**src/rtl/sqr2m_pkg.sv**
```systemverilog
// shared constants and types of the two-method square root block
`default_nettype none
package sqr2m_pkg;

	localparam int FRACTION_BITS = 16;
	localparam int RADICAND_BITS = 16;

	// estimate / bound width, radicand square width, product width
	localparam int X_W    = RADICAND_BITS + FRACTION_BITS;
	localparam int SQ_W   = RADICAND_BITS + 2 * FRACTION_BITS;
	localparam int PROD_W = 2 * X_W;
	localparam int CNT_W  = $clog2(SQ_W + 1);

	localparam int ROOT_W  = 24;
	localparam int RAD_W   = 16;
	localparam int CFG_W   = 16;
	localparam int PADDR_W = 3;
	localparam int PDATA_W = 32;

	localparam logic [CFG_W-1:0] TOL_RESET   = 16'd66;
	localparam logic [CFG_W-1:0] LIMIT_RESET = 16'd32767;

	// register index taken from paddr[2]
	localparam logic REG_TOLERANCE   = 1'b0;
	localparam logic REG_INPUT_LIMIT = 1'b1;

	typedef struct packed {
		logic [CFG_W-1:0] tolerance;
		logic [CFG_W-1:0] input_limit;
	} cfg_t;

	typedef enum logic {
		OP_MUL = 1'b0,
		OP_DIV = 1'b1
	} alu_op_t;

	typedef struct packed {
		logic            start;
		alu_op_t         op;
		logic [SQ_W-1:0] lo;
		logic [X_W-1:0]  opnd;
	} alu_req_t;

	typedef struct packed {
		logic            done;
		logic [X_W-1:0]  hi;
		logic [SQ_W-1:0] lo;
	} alu_rsp_t;

endpackage
`default_nettype wire

```
**src/rtl/sqr2m_cfg.sv**
```systemverilog
// apb register file: tolerance and input limit
`default_nettype none
module sqr2m_cfg import sqr2m_pkg::*; (
	input  logic               clk,
	input  logic               arst_n,
	input  logic               psel,
	input  logic               penable,
	input  logic               pwrite,
	input  logic [PADDR_W-1:0] paddr,
	input  logic [PDATA_W-1:0] pwdata,
	output logic [PDATA_W-1:0] prdata,
	output logic               pready,
	output cfg_t               cfg
);

	logic [CFG_W-1:0] tol_q;
	logic [CFG_W-1:0] limit_q;
	logic             wr_en;
	logic             reg_idx;

	assign pready  = 1'b1;
	assign wr_en   = psel & penable & pwrite;
	assign reg_idx = paddr[2];

	always_ff @(posedge clk or negedge arst_n) begin
		if (!arst_n) begin
			tol_q   <= TOL_RESET;
			limit_q <= LIMIT_RESET;
		end else if (wr_en) begin
			unique case (reg_idx)
				REG_TOLERANCE:   tol_q   <= pwdata[CFG_W-1:0];
				REG_INPUT_LIMIT: limit_q <= pwdata[CFG_W-1:0];
				default: ;
			endcase
		end
	end

	always_comb begin
		unique case (reg_idx)
			REG_TOLERANCE:   prdata = PDATA_W'(tol_q);
			REG_INPUT_LIMIT: prdata = PDATA_W'(limit_q);
			default:         prdata = '0;
		endcase
	end

	assign cfg.tolerance   = tol_q;
	assign cfg.input_limit = limit_q;

endmodule
`default_nettype wire

```
**src/rtl/sqr2m_alu.sv**
```systemverilog
// shared shift-add unit: restoring divide or shift-add multiply, one bit per cycle
`default_nettype none
module sqr2m_alu import sqr2m_pkg::*; (
	input  logic     clk,
	input  logic     arst_n,
	input  alu_req_t req,
	output alu_rsp_t rsp
);

	logic [X_W:0]     acc_q;
	logic [SQ_W-1:0]  lo_q;
	logic [X_W-1:0]   opnd_q;
	alu_op_t          op_q;
	logic             busy_q;
	logic             done_q;
	logic [CNT_W-1:0] cnt_q;

	logic             is_div;
	logic [X_W:0]     r_div;
	logic [X_W:0]     a_in;
	logic [X_W:0]     b_in;
	logic [X_W+1:0]   sum;
	logic             ge;
	logic [X_W:0]     acc_n;
	logic [SQ_W-1:0]  lo_n;

	assign is_div = (op_q == OP_DIV);
	// divide: partial remainder shifted left with the next dividend bit
	assign r_div  = {acc_q[X_W-1:0], lo_q[SQ_W-1]};
	assign a_in   = is_div ? r_div : acc_q;
	assign b_in   = is_div ? ~{1'b0, opnd_q} : (lo_q[0] ? {1'b0, opnd_q} : '0);
	// one adder for both: subtract with carry in on divide
	assign sum    = {1'b0, a_in} + {1'b0, b_in} + {{(X_W + 1){1'b0}}, is_div};
	assign ge     = sum[X_W+1];

	always_comb begin
		if (is_div) begin
			acc_n = ge ? sum[X_W:0] : r_div;
			lo_n  = {lo_q[SQ_W-2:0], ge};
		end else begin
			acc_n = {1'b0, sum[X_W:1]};
			lo_n  = {lo_q[SQ_W-1:X_W], sum[0], lo_q[X_W-1:1]};
		end
	end

	always_ff @(posedge clk or negedge arst_n) begin
		if (!arst_n) begin
			acc_q  <= '0;
			lo_q   <= '0;
			opnd_q <= '0;
			op_q   <= OP_MUL;
			busy_q <= 1'b0;
			done_q <= 1'b0;
			cnt_q  <= '0;
		end else if (req.start) begin
			acc_q  <= '0;
			lo_q   <= req.lo;
			opnd_q <= req.opnd;
			op_q   <= req.op;
			busy_q <= 1'b1;
			done_q <= 1'b0;
			cnt_q  <= (req.op == OP_DIV) ? CNT_W'(SQ_W) : CNT_W'(X_W);
		end else if (busy_q) begin
			acc_q  <= acc_n;
			lo_q   <= lo_n;
			cnt_q  <= cnt_q - 1'b1;
			busy_q <= (cnt_q != CNT_W'(1));
			done_q <= (cnt_q == CNT_W'(1));
		end else begin
			done_q <= 1'b0;
		end
	end

	assign rsp.done = done_q;
	assign rsp.hi   = acc_q[X_W-1:0];
	assign rsp.lo   = lo_q;

endmodule
`default_nettype wire

```
**src/rtl/sqr2m_seq.sv**
```systemverilog
// sequencer: newton and bisection loops around the shared unit, output register
`default_nettype none
module sqr2m_seq import sqr2m_pkg::*; (
	input  logic              clk,
	input  logic              arst_n,
	input  cfg_t              cfg,
	input  logic              in_valid,
	output logic              in_ready,
	input  logic              req_type,
	input  logic [RAD_W-1:0]  radicand,
	output logic              out_valid,
	input  logic              out_ready,
	output logic [ROOT_W-1:0] root,
	output logic              range_error,
	output alu_req_t          alu_req,
	input  alu_rsp_t          alu_rsp
);

	typedef enum logic [3:0] {
		ST_IDLE,
		ST_NEWT_WAIT,
		ST_NEWT_CHK,
		ST_BIS_TEST,
		ST_BIS_MID,
		ST_BIS_WAIT,
		ST_DONE
	} state_t;

	state_t              state_q;
	logic [SQ_W-1:0]     sq_q;
	logic [X_W-1:0]      a_q;      // newton: previous estimate, bisection: upper bound
	logic [X_W-1:0]      b_q;      // newton: new estimate, bisection: lower bound
	logic [X_W-1:0]      guess_q;
	logic [X_W-1:0]      w_q;
	logic [X_W-1:0]      res_q;
	logic                err_q;
	alu_req_t            req_q;
	logic                out_valid_q;
	logic [ROOT_W-1:0]   root_q;
	logic                range_error_q;

	logic [RADICAND_BITS-1:0] n;
	logic                     over_limit;
	logic [X_W-1:0]           x0;
	logic [SQ_W-1:0]          sq0;
	logic [CFG_W-1:0]         tol_eff;
	logic [CFG_W-1:0]         stop_min;
	logic [SQ_W:0]            avg_sum;
	logic [X_W-1:0]           x_new;
	logic [X_W:0]             step_d;
	logic                     newt_go;
	logic [X_W:0]             width_d;
	logic                     bis_go;
	logic [X_W-1:0]           mid;
	logic [PROD_W-1:0]        prod;
	logic                     prod_gt;
	logic                     alu_start;
	logic                     out_load;

	assign n          = RADICAND_BITS'(radicand);
	assign over_limit = X_W'(n) > X_W'(cfg.input_limit);
	assign x0         = X_W'(n) << FRACTION_BITS;
	assign sq0        = SQ_W'(n) << (2 * FRACTION_BITS);

	// zero tolerance behaves as one for Newton; bisection also stops below a width of two
	assign tol_eff  = (cfg.tolerance == '0) ? CFG_W'(1) : cfg.tolerance;
	assign stop_min = (cfg.tolerance < CFG_W'(2)) ? CFG_W'(2) : cfg.tolerance;

	assign avg_sum = {1'b0, alu_rsp.lo} + (SQ_W + 1)'(a_q);
	assign x_new   = X_W'(avg_sum[SQ_W:1]);

	// keep going only while the estimate drops by at least the tolerance
	assign step_d  = {1'b0, a_q} - {1'b0, b_q};
	assign newt_go = !step_d[X_W] && (step_d[X_W-1:0] >= X_W'(tol_eff));

	assign width_d = {1'b0, a_q} - {1'b0, b_q};
	assign bis_go  = !width_d[X_W] && (width_d[X_W-1:0] >= X_W'(stop_min));
	assign mid     = b_q + (w_q >> 1);

	assign prod    = {alu_rsp.hi, alu_rsp.lo[X_W-1:0]};
	assign prod_gt = prod > PROD_W'(sq_q);

	// start pulse for the shared unit
	always_comb begin
		unique case (state_q)
			ST_IDLE:     alu_start = in_valid && !over_limit && !req_type && (n != '0);
			ST_NEWT_CHK: alu_start = (b_q != '0) && newt_go;
			ST_BIS_MID:  alu_start = 1'b1;
			default:     alu_start = 1'b0;
		endcase
	end

	// output register takes a result when empty or being drained
	assign out_load = (state_q == ST_DONE) && (!out_valid_q || out_ready);

	always_ff @(posedge clk or negedge arst_n) begin
		if (!arst_n) begin
			state_q       <= ST_IDLE;
			sq_q          <= '0;
			a_q           <= '0;
			b_q           <= '0;
			guess_q       <= '0;
			w_q           <= '0;
			res_q         <= '0;
			err_q         <= 1'b0;
			req_q         <= '0;
			out_valid_q   <= 1'b0;
			root_q        <= '0;
			range_error_q <= 1'b0;
		end else begin
			req_q.start <= alu_start;
			if (out_load) begin
				out_valid_q <= 1'b1;
			end else if (out_ready) begin
				out_valid_q <= 1'b0;
			end
			unique case (state_q)
				ST_IDLE: begin
					if (in_valid) begin
						sq_q    <= sq0;
						a_q     <= x0;
						b_q     <= '0;
						guess_q <= '0;
						err_q   <= 1'b0;
						if (over_limit) begin
							res_q   <= '0;
							err_q   <= 1'b1;
							state_q <= ST_DONE;
						end else if (req_type) begin
							state_q <= ST_BIS_TEST;
						end else if (n == '0) begin
							res_q   <= '0;
							state_q <= ST_DONE;
						end else begin
							req_q.op    <= OP_DIV;
							req_q.lo    <= sq0;
							req_q.opnd  <= x0;
							state_q     <= ST_NEWT_WAIT;
						end
					end
				end
				ST_NEWT_WAIT: begin
					if (alu_rsp.done) begin
						b_q     <= x_new;
						state_q <= ST_NEWT_CHK;
					end
				end
				ST_NEWT_CHK: begin
					if (b_q == '0) begin
						res_q   <= '0;
						state_q <= ST_DONE;
					end else if (newt_go) begin
						a_q         <= b_q;
						req_q.op    <= OP_DIV;
						req_q.lo    <= sq_q;
						req_q.opnd  <= b_q;
						state_q     <= ST_NEWT_WAIT;
					end else begin
						res_q   <= b_q;
						state_q <= ST_DONE;
					end
				end
				ST_BIS_TEST: begin
					if (bis_go) begin
						w_q     <= width_d[X_W-1:0];
						state_q <= ST_BIS_MID;
					end else begin
						res_q   <= guess_q;
						state_q <= ST_DONE;
					end
				end
				ST_BIS_MID: begin
					guess_q     <= mid;
					req_q.op    <= OP_MUL;
					req_q.lo    <= SQ_W'(mid);
					req_q.opnd  <= mid;
					state_q     <= ST_BIS_WAIT;
				end
				ST_BIS_WAIT: begin
					if (alu_rsp.done) begin
						if (prod_gt) begin
							a_q <= guess_q;
						end else begin
							b_q <= guess_q;
						end
						state_q <= ST_BIS_TEST;
					end
				end
				ST_DONE: begin
					// wait for the output register to free up
					if (out_load) begin
						root_q        <= ROOT_W'(res_q);
						range_error_q <= err_q;
						state_q       <= ST_IDLE;
					end
				end
				default: state_q <= ST_IDLE;
			endcase
		end
	end

	assign in_ready    = (state_q == ST_IDLE);
	assign alu_req     = req_q;
	assign out_valid   = out_valid_q;
	assign root        = root_q;
	assign range_error = range_error_q;

endmodule
`default_nettype wire

```
**src/rtl/square_root_two_method.sv**
```systemverilog
// top level of the two-method square root block
`default_nettype none
// Square root of a 16-bit unsigned radicand, returned as unsigned Q8.16 in root.
// req_type 0 selects the Newton iteration, 1 selects interval bisection; both run
// on one shared shift-add unit that retires one bit per clock, so one item is in
// flight at a time and in_ready is high only while the block is idle. Each Newton
// step runs a 48-bit restoring divide and each bisection step a 32-bit shift-add
// square; a range error, or a zero radicand with Newton, skips the shared unit.
// The finished result sits in an output register, and the next beat can be
// accepted while it waits. Registers over the APB port: tolerance at 0x0 (reset
// 66) and input_limit at 0x4 (reset 32767).
module square_root_two_method import sqr2m_pkg::*; (
	input  logic               clk,
	input  logic               arst_n,
	input  logic               psel,
	input  logic               penable,
	input  logic               pwrite,
	input  logic [PADDR_W-1:0] paddr,
	input  logic [PDATA_W-1:0] pwdata,
	output logic [PDATA_W-1:0] prdata,
	output logic               pready,
	input  logic               in_valid,
	output logic               in_ready,
	input  logic               req_type,
	input  logic [RAD_W-1:0]   radicand,
	output logic               out_valid,
	input  logic               out_ready,
	output logic [ROOT_W-1:0]  root,
	output logic               range_error
);

	cfg_t     cfg;
	alu_req_t alu_req;
	alu_rsp_t alu_rsp;

	sqr2m_cfg u_cfg (
		.clk     (clk),
		.arst_n  (arst_n),
		.psel    (psel),
		.penable (penable),
		.pwrite  (pwrite),
		.paddr   (paddr),
		.pwdata  (pwdata),
		.prdata  (prdata),
		.pready  (pready),
		.cfg     (cfg)
	);

	sqr2m_alu u_alu (
		.clk    (clk),
		.arst_n (arst_n),
		.req    (alu_req),
		.rsp    (alu_rsp)
	);

	sqr2m_seq u_seq (
		.clk         (clk),
		.arst_n      (arst_n),
		.cfg         (cfg),
		.in_valid    (in_valid),
		.in_ready    (in_ready),
		.req_type    (req_type),
		.radicand    (radicand),
		.out_valid   (out_valid),
		.out_ready   (out_ready),
		.root        (root),
		.range_error (range_error),
		.alu_req     (alu_req),
		.alu_rsp     (alu_rsp)
	);

endmodule
`default_nettype wire

```
**config.mk**
```make
export PLATFORM = sky130hd
export DESIGN_NAME = square_root_two_method
export DESIGN_NICKNAME = d
export VERILOG_FILES = /design/src/rtl/sqr2m_pkg.sv /design/src/rtl/sqr2m_cfg.sv /design/src/rtl/sqr2m_alu.sv /design/src/rtl/sqr2m_seq.sv /design/src/rtl/square_root_two_method.sv
export SDC_FILE = /design/constraint.sdc
export NUM_CORES = 1
export LEC_CHECK = 0
export BUFFER_PORTS_ARGS = -buffer_cell sky130_fd_sc_hd__buf_2
export CAP_MARGIN = 0
export CORE_MARGIN = 3
export CORE_UTILIZATION = 25
export CTS_BUF_LIST = sky130_fd_sc_hd__clkbuf_4 sky130_fd_sc_hd__clkbuf_8
export DETAILED_ROUTE_END_ITERATION = 7
export GPL_TIMING_DRIVEN = 0
export PLACE_DENSITY = 0.5
export REMOVE_ABC_BUFFERS = 1
export SLEW_MARGIN = 20
export SYNTH_ARGS = -nofsm -noshare
export SYNTH_HDL_FRONTEND = slang
export SYNTH_HIERARCHICAL = 1
export SYNTH_SLANG_ARGS = --single-unit
```
**constraint.sdc**
```tcl
create_clock -name clk -period 5.93 [get_ports clk]
set_clock_uncertainty 0.2 [all_clocks]
set_input_delay 0.8895 -clock clk [delete_from_list [all_inputs] [get_ports clk]]
set_output_delay 0.8895 -clock clk [all_outputs]
set_load 0.01 [all_outputs]
```
# --- Yosys cells after proc, flatten, opt, wreduce, memory -nomap -nowiden ---
# Cells that the tools add are included.
totals:
  ff_bits: 435
  wordCells: 163
op_classes:
  add_sub_neg: 6
  magnitude_cmp: 5
  eq_ne: 23
  n_mux: 62
  bitwise_logic: 4
  n_reduce_logical: 38
ops:
  columns: ["operator", "n"]
  rows:
  - ["81-bit 2-to-1 mux", 6]
  - ["32-bit 2-to-1 mux", 10]
  - ["81-bit one-hot mux with 3 select lines", 1]
  - ["33-bit 2-to-1 mux", 6]
  - ["32-bit one-hot mux with 3 select lines", 2]
  - ["24-bit 2-to-1 mux", 7]
  - ["48-bit 2-to-1 mux", 3]
  - ["32-bit one-hot mux with 2 select lines", 2]
  - ["24-bit one-hot mux with 3 select lines", 1]
  - ["32-bit by 16-bit >= comparator with 1-bit output", 2]
  - ["64-bit by 48-bit > comparator with 1-bit output", 1]
  - ["33-bit by 33-bit adder with 34-bit output", 1]
  - ["34-bit by 1-bit adder with 34-bit output", 1]
  - ["33-bit by 32-bit adder with 33-bit output", 1]
  - ["32-bit inverter with 33-bit output", 1]
  - ["32-bit by 32-bit subtractor with 33-bit output", 1]
  - ["32-bit by 31-bit adder with 32-bit output", 1]
  - ["16-bit zero test", 2]
  - ["32-bit zero test", 1]
  - ["16-bit 2-to-1 mux", 2]
  - ["32-bit nonzero test", 1]
  - ["4-bit 2-to-1 mux", 7]
  - ["4-bit one-hot mux with 7 select lines", 1]
  - ["2-bit != test (second input constant)", 9]
  - ["other kinds (32)", 68]

# --- Longest topological paths before layout ---
# Gate-level depths: netlist of the first run.
depth:
  depth_word: 8
  ltp_mapped: 23
  mapped_depth_nobuf: 21

# --- By module ---
# The synthesis of the first run kept the hierarchy.
modules_own_cells:
  columns: ["mod", "instances", "cells_each", "area_per_inst_um2"]
  rows:
  - ["sqr2m_seq", 1, 2080, 18995.7]
  - ["sqr2m_alu", 1, 1059, 8952.3]
  - ["sqr2m_cfg", 1, 105, 1619.1]

# --- Worst setup path before layout of the first run ---
# Ideal clock, no wire load.
synth_path:
  kind: "reg2reg"
  startpoint: "register u_seq.b_q[0]"
  endpoint: "register u_seq.req_q (netlist bit u_seq/alu_req[20])"
  setup_time_ps: 128
  t_arrival_ps: 4301
  path_slack_ps: 1301
  stages_incl_launch_ff: 23
  path_buffers: 2
  synth_period_minus_slack_ps: 4629
  cell_sequence: "dfrtp_1 ha_1 inv_1 fa_1 a21oi_1 o22ai_1 nor2_1 o21ai_0 xor2_1 ha_1 o21a_1 nor2_1 a31oi_1 maj3_1 a21o_1 a21oi_1 o21ai_0 o31a_1 buf_2 a211oi_2 inv_2 buf_4 mux2_1"
synth_between:
  elab_chain_cells: 5
synth_lines:
  columns: ["element", "line", "text"]
  rows:
  - ["start: declaration", "sqr2m_seq.sv:32", "logic [X_W-1:0] b_q;"]
  - ["start signal: assignment", "sqr2m_seq.sv:144", "b_q <= x_new;"]
  - ["start signal: assignment", "sqr2m_seq.sv:184", "b_q <= guess_q;"]
  - ["32-bit by 32-bit subtractor with 33-bit output", "sqr2m_seq.sv:73", "assign step_d = {1'b0, a_q} - {1'b0, b_q};"]
  - ["net u_seq.step_d[8]", "sqr2m_seq.sv:50", "logic [X_W:0] step_d;"]
  - ["32-bit by 16-bit >= comparator with 1-bit output", "sqr2m_seq.sv:74", "assign newt_go = !step_d[X_W] && (step_d[X_W-1:0] >= X_W'(tol_eff));"]
  - ["1-bit logical AND", "sqr2m_seq.sv:74", null]
  - ["2-bit by 1-bit != test with 1-bit output (no line)", null, null]
  - ["7-bit AND reduction (no line)", null, null]
  - ["end: declaration", "sqr2m_seq.sv:37", "alu_req_t req_q;"]
# The timed path passes the listed nets, and every way through them passes these cells.
# A chain may end at the register's enable or synchronous reset.

# --- Worst setup path in the final report of the first run ---
layout_path:
  startpoint: "register u_seq.state_q[1]"
  endpoint: "register u_seq.req_q (netlist bit u_seq/alu_req[27])"
layout_between:
  elab_chain_cells: 3
layout_lines:
  columns: ["element", "line", "text"]
  rows:
  - ["start: declaration", "sqr2m_seq.sv:29", "state_t state_q;"]
  - ["start signal: assignment", "sqr2m_seq.sv:98", "state_q <= ST_IDLE;"]
  - ["start signal: assignment", "sqr2m_seq.sv:128", "state_q <= ST_DONE;"]
  - ["start signal: assignment", "sqr2m_seq.sv:130", "state_q <= ST_BIS_TEST;"]
  - ["4-bit by 2-bit == test with 1-bit output (tied with other cells)", "sqr2m_seq.sv:117", "unique case (state_q)"]
  - ["2-bit by 1-bit != test with 1-bit output (no line) (tied with other cells)", null, null]
  - ["7-bit AND reduction (no line)", null, null]
# Parallel ways exist; a longest one is shown, timed or not.

==> results_dict.tcl, run 1 <==
set metrics [dict create \
    run_status "finished clean" \
    root_buffer "clkbuf_8" \
    setup_ws_ns 0.239 \
    start_util_pct 25.3 \
    cts_tree "yes" \
    routedWlPerCell_um 20.6 \
    hpwl_um 74800 \
    layout.nets 3508 \
    r2r_start "u_seq/state_q[1]$_DFFE_PN0P_" \
    critPathKind "reg -> reg" \
    dpl_worst_slack_ns -0.911 \
    ys_seq_elements 433 \
    die_h_um 350 \
    core_area_um2 117000 \
    cts_inserted_buffers 82 \
    dr.pass1.iters 5 \
    synth_ff_type "dfrtp_1" \
    finalCriticalPeriod_ns 5.69 \
    whs_ns 0.241 \
    clk_pin_slew_ns 0.06 \
    finalWirelength_um 99500 \
    pin_count 119 \
    synth_edf_count 0 \
    gp_congestion 0.854 \
    syn_avg_cell_area_um2 9.11 \
    first_global_vias 24200 \
    max-vdd-ir-drop_mv 0.254 \
    ctsHtreeMaxLevel 3 \
    chipWidth_um 350 \
    crit_path_cell_trace "inv_4, nand2_2, nor2_4, and3_1, nand3_1, a2111oi_0, a311oi_1, a22o_2, nor4_2, a211oi_4, buf_8, inv_4, buf_16, mux2_1" \
    clock_sinks 433 \
    fin_cells 4841 \
    grt-ovfl-total 0 \
    gr-usage-all-layers_pct 16.0 \
    endpoint_kind "register" \
    tightestPinTransition_ns 1.03 \
    slew_headroom_pct 31.3 \
    power_density_nw_per_um2 656 \
    hold_path.class "in -> reg" \
    hp-start "out_ready" \
    ant_nets 0 \
    numPortBuffers 83 \
    ys_warn_count 6 \
    fill_cells 12300 \
    cp_max_fo 44 \
    vias_per_cell 5.11 \
    drive_gt1_share_pct 16.0 \
    p_leak_nw 15.4 \
    dieArea_um2 122000 \
    hold_viol 0 \
    yosysSeqAreaShare_pct 36.7 \
    crit_slowest_cell "dfrtp_2" \
    finalPower_mw 22.1 \
    synthArstFlopShare_pct 100 \
    cap_violations 0 \
    critPathLaunch "u_seq/state_q[1]$_DFFE_PN0P_" \
    period_share_pct 96.0 \
    cts_buffer_depth 3 \
    syn_inst 3244 \
    cpPeakStageDelay_ns 0.69 \
    crit_buf_inv 4 \
    drc 0 \
    synth_cell_types 91 \
    drv_slew 0 \
    place_inst 4679 \
    drtIter0Drc 2005 \
    start_kind "register" \
    setup_viol 0 \
    synth_area_um2 29600 \
    area_growth_pct 13.7 \
    max_freq_ghz 0.176 \
    clock_latency_ns 0.69 \
    rsz0062_at_grt "no" \
    grt_pass1_wl_um 151000 \
    multi_input_area_um2 17200 \
    antenna_found_initial 3 \
    rows 125 \
    crit_arrival_ns 6.05 \
    crit_top_cell "inv_4" \
    grt_max_degree 83 \
    vias 24800 \
    critical_path_required_ns 6.29 \
    regArea_um2 10900 \
    cp_top_family "simple AND/OR/NAND/NOR gates" \
]
==> kinds of logic after synthesis <==
family / synth area share (%)
simple gates: 12.1
compound gates: 22.3
fa+ha+maj: 8.41
buf+inv: 5.92
other cells: 0.0254
xor+xnor: 3.26
mux: 11.3
flops: 36.7
==> synthesized netlist by cell type, types with 18 or more instances <==
cell	instances	area share [%]
dfrtp_1	416	35
nand2_1	351	4.5
o21ai_0	268	4.5
a21oi_1	225	3.8
ha_1	190	8.0
nor2_1	188	2.4
inv_1	165	2.1
mux2_2	161	6.1
clkbuf_1	128	1.6
a21o_1	125	3.2
mux2i_1	85	2.9
xnor2_1	75	2.2
nand3_1	55	0.93
buf_4	54	1.4
mux2_1	46	1.8
nor3_1	41	0.69
nor4_1	38	0.80
xor2_1	35	1.0
a22oi_1	33	0.84
nand4_1	30	0.63
o31ai_1	28	0.71
a211oi_1	27	0.69
a31oi_1	26	0.55
o211ai_1	25	0.63
o21a_1	25	0.63
o21bai_1	25	0.63
o22a_1	21	0.62
o22ai_1	21	0.44
a22o_1	20	0.59
and3_1	18	0.38
buf_1	18	0.23
o2bb2ai_1	18	0.53
==> cells in the final DEF (no fill, tap or decap), types with 85 or more instances in the layout <==
master	Yosys	layout
dfrtp_1	416	409
mux2_2	161	161
nand2_1	351	347
inv_1	165	163
clkbuf_8	0	101
nor2_1	188	181
a21oi_1	225	221
a21o_1	125	125
mux2i_1	85	85
o21ai_0	268	264
ha_1	190	190
==> flip-flops by register name, indices dropped and copies added (netlist names), 24 cells and up <==
name	count
u_seq/alu_req	82
u_alu/lo_q	48
u_alu/acc_q	33
u_alu/opnd_q	32
u_seq/a_q	32
u_seq/b_q	32
u_seq/guess_q	32
u_seq/w_q	31
u_seq/res_q	24
u_seq/root	24
==> report_power, final <==
group | internal (mW) | switching, mW | total, mW
clock network | 1.79 | 1.36 | 3.15
logic | 5.31 | 8.11 | 13.4
registers | 4.19 | 1.30 | 5.48
total | 11.3 | 10.8 | 22.1
==> final timing paths <==
kind	depth (start not counted)	to	slack (ns)
worst max-delay path	14	u_seq/alu_req[27]$_DFFE_PN0P_	0.24
worst min-delay path	2	u_seq/out_valid$_DFFE_PN0P_	0.24
worst max register to register	14	u_seq/alu_req[27]$_DFFE_PN0P_	0.24
worst min register to register	2	u_alu/lo_q[38]$_DFFE_PN0P_	0.27
max in group asynchronous	5	u_cfg/limit_q[13]$_DFFE_PN1P_	3.42
min in group asynchronous	2	u_seq/alu_req[1]$_DFFE_PN0P_	0.55
==> repair_timing <==
action	CTS	global route
hold endpoints to repair	48	0
gates cloned	0	1
setup buffers	5	8
hold buffers	1	0
endpoints found under the setup margin	130	78
pin swaps	6	4
resized for setup	9	10
==> area by class of cell <==
type,instances,area share [%]
clock buffer,127,4.72
clock inverter,18,0.473
multi-input combinational,2437,51.2
antenna,2,0.0149
sequential,433,32.3
inverter,169,1.92
tap,1524,5.67
timing repair buffer,131,3.63
==> worst register-to-register path: cells and delay by family, from the launching register on <==
family / cells / cell delay (ns)
AO/OA/AOI/OAI: 4 / 1.47
AND/OR/NAND/NOR: 5 / 1.63
flip-flops: 1 / 0.69
multiplexers: 1 / 0.44
buffers and inverters: 4 / 1.16
==> per-stage QoR <==
step	util, %	cell area, um2	setup TNS (ns)
floorplan	-	28500	-106.06
global placement	26.4	30800	-3568.69
detailed placement	27.1	31700	-58.58
CTS	28.7	33500	0
global route	28.8	33600	0
finish	28.8	33600	0
==> layer usage <==
metal	wire length, um	track usage, %
met2	45300	25.6
met3	5780	2.85
met4	2490	4.75
met1	46000	21.9
met5	17	0
No activity file was read; power rests on OpenSTA's default activity.
==> inputs of run 2 (changes only) <==
CAP_MARGIN = 25   (was 0)
CORE_MARGIN = unset   (was 3)
==> run 2 against run 1 <==
Net effect: register-to-register slack got worse by 0.02 ns; clock power rose by 5%; cell area barely moved; flip-flop and latch count unchanged; combinational power hardly changed; core utilization increased by 0.063 points; sequential power about the same; sequential share of layout area barely moved; global-route usage increased by 0.32 points; via count is 0.25% higher; critical path type unchanged; largest cell class unchanged.
==> results_dict.tcl, run 2 (synthesis results as in run 1) <==
set metrics [dict create \
    tightestPinTransition_ns 1.10 \
    setup_viol 0 \
    whs_path_depth 2 \
    worstHoldEndpoint "u_seq/out_valid$_DFFE_PN0P_" \
    ant_nets 0 \
    grt-ovfl-total 0 \
    gr-usage-all-layers_pct 16.3 \
    finalCriticalPeriod_ns 5.71 \
    cts_tree "yes" \
    die_h_um 346 \
    tns_ns 0 \
    rsz0062_at_grt "no" \
    antenna_found_initial 5 \
    finalWirelength_um 99400 \
    drtIter0Drc 1968 \
    hp-start "out_ready" \
    clock_sinks 433 \
    drc 0 \
    drive_gt1_share_pct 16.0 \
    chipWidth_um 346 \
    cp_max_fo 66 \
    hpwl_um 74300 \
    grt_max_degree 94 \
    cap_violations 0 \
    clk_pin_slew_ns 0.06 \
    rows 125 \
    final_common_cell "dfrtp_1" \
    area_growth_pct 13.8 \
    numPortBuffers 83 \
    layout_common_cells "410 x dfrtp_1, 348 x nand2_1, 264 x o21ai_0" \
    critical_path_required_ns 6.33 \
    cts_inserted_buffers 81 \
    place_inst 4681 \
    fin_cells 4845 \
    endpoint_kind "register" \
    drv_slew 0 \
    grt_pass1_wl_um 152000 \
    critPathKind "reg -> reg" \
    whs_ns 0.172 \
    largest_reg_flops 82 \
    cts_buffer_depth 3 \
    start_util_pct 25.3 \
    max_freq_ghz 0.175 \
    dieArea_um2 120000 \
    core_area_um2 117000 \
    r2r_slack_ns 0.22 \
    r2r_start "u_alu/is_div$_DFFE_PN0P_" \
    power_density_nw_per_um2 660 \
    crit_arrival_ns 6.11 \
    pin_count 119 \
    r2r_end "u_alu/acc_q[25]$_DFFE_PN0P_" \
    ctsHtreeMaxLevel 3 \
    layout.nets 3504 \
    period_share_pct 96.3 \
    fill_cells 12400 \
    dr.pass1.iters 5 \
    gp_congestion 0.879 \
    run_status "finished clean" \
    vias 24800 \
    root_buffer "clkbuf_8" \
    hold_path.class "in -> reg" \
    routedWlPerCell_um 20.5 \
    slew_headroom_pct 26.1 \
    clock_latency_ns 0.71 \
    ff2ff_path_depth 12 \
    vias_per_cell 5.12 \
    first_global_vias 24200 \
    start_kind "register" \
    hold_viol 0 \
    p_leak_nw 15.4 \
    max-vdd-ir-drop_mv 0.261 \
]
-- run 2: cell count changes in the layout (fill, tap and decap cells not counted), moves of 2 or more --
cell       delta
clkbuf_4      +6
clkinv_2      -5
diode_2       +4
buf_4         -3
buf_8         +3
buf_16        -2
bufinv_16     +2
-- run 2: worst max-delay path: stages (launching register included) --
cell      delay (ns)
dfrtp_4         0.66
buf_12          0.27
inv_4           0.51
o21ai_0         0.35
ha_1            0.45
and3_1          0.26
a221oi_1        0.30
o21ai_0         0.21
nor2_1          0.57
nor2_1          0.41
nor2_2          0.84
a221oi_1        0.23
o31ai_1         0.26
-- run 2: cell type report --
cell class                 count  area [um2]  area share (%)
clock buffer                 133        1630            4.85
sequential                   433       10900            32.3
tap                         1524        1910            5.67
antenna                        6        15.0          0.0446
timing repair buffer         129        1190            3.53
clock inverter                15         196           0.584
inverter                     169         647            1.92
multi-input combinational   2436       17200            51.1
-- run 2: per-stage QoR --
stage               power, mW  utilization, %  area [um2]  setup WS [ns]
finish                   22.2            28.8       33600          0.219
global route             23.9            28.8       33600         0.0255
CTS                      22.1            28.7       33500         0.0159
detailed placement       18.6            27.1       31700         -0.827
global placement         18.3            26.4       30800          -6.10
floorplan                14.2               -       28500          -1.62
-- run 2: where the power goes --
group / total (mW) / internal [mW] / switching [mW]
clock: 3.32 / 1.91 / 1.41
combinational: 13.4 / 5.30 / 8.08
sequential: 5.49 / 4.19 / 1.30
total: 22.2 / 11.4 / 10.8
-- run 2: worst max path at each step --
stage	start	end	slack [ns]	depth (start not counted)
after floorplan	u_alu/is_div$_DFFE_PN0P_	u_alu/acc_q[27]$_DFFE_PN0P_	-1.62	12
after global routing	u_seq/b_q[4]$_DFFE_PN0P_	u_seq/alu_req[28]$_DFFE_PN0P_	0.03	23
after detailed placement	u_seq/state_q[1]$_DFFE_PN0P_	u_seq/alu_req[28]$_DFFE_PN0P_	-0.83	14
final	u_alu/is_div$_DFFE_PN0P_	u_alu/acc_q[25]$_DFFE_PN0P_	0.22	12
after CTS	u_seq/b_q[17]$_DFFE_PN0P_	u_seq/alu_req[28]$_DFFE_PN0P_	0.02	16
after global placement	u_seq/b_q[17]$_DFFE_PN0P_	u_seq/res_q[7]$_DFFE_PN0P_	-6.10	13
-- run 2: timing repair --
item | 4_1_cts | 5_1_grt
endpoints found under the hold margin | 31 | 0
pin swaps | 3 | 4
gates resized for setup | 6 | 11
endpoints found under the setup margin | 115 | 65
hold buffers | 1 | 0
setup buffers | 3 | 6
-- run 2: layer usage --
layer	share of wire, %	track usage (%)
met5	0.013	0
met4	2.3	4.60
met3	4.9	2.12
met2	46	26.1
met1	47	22.8
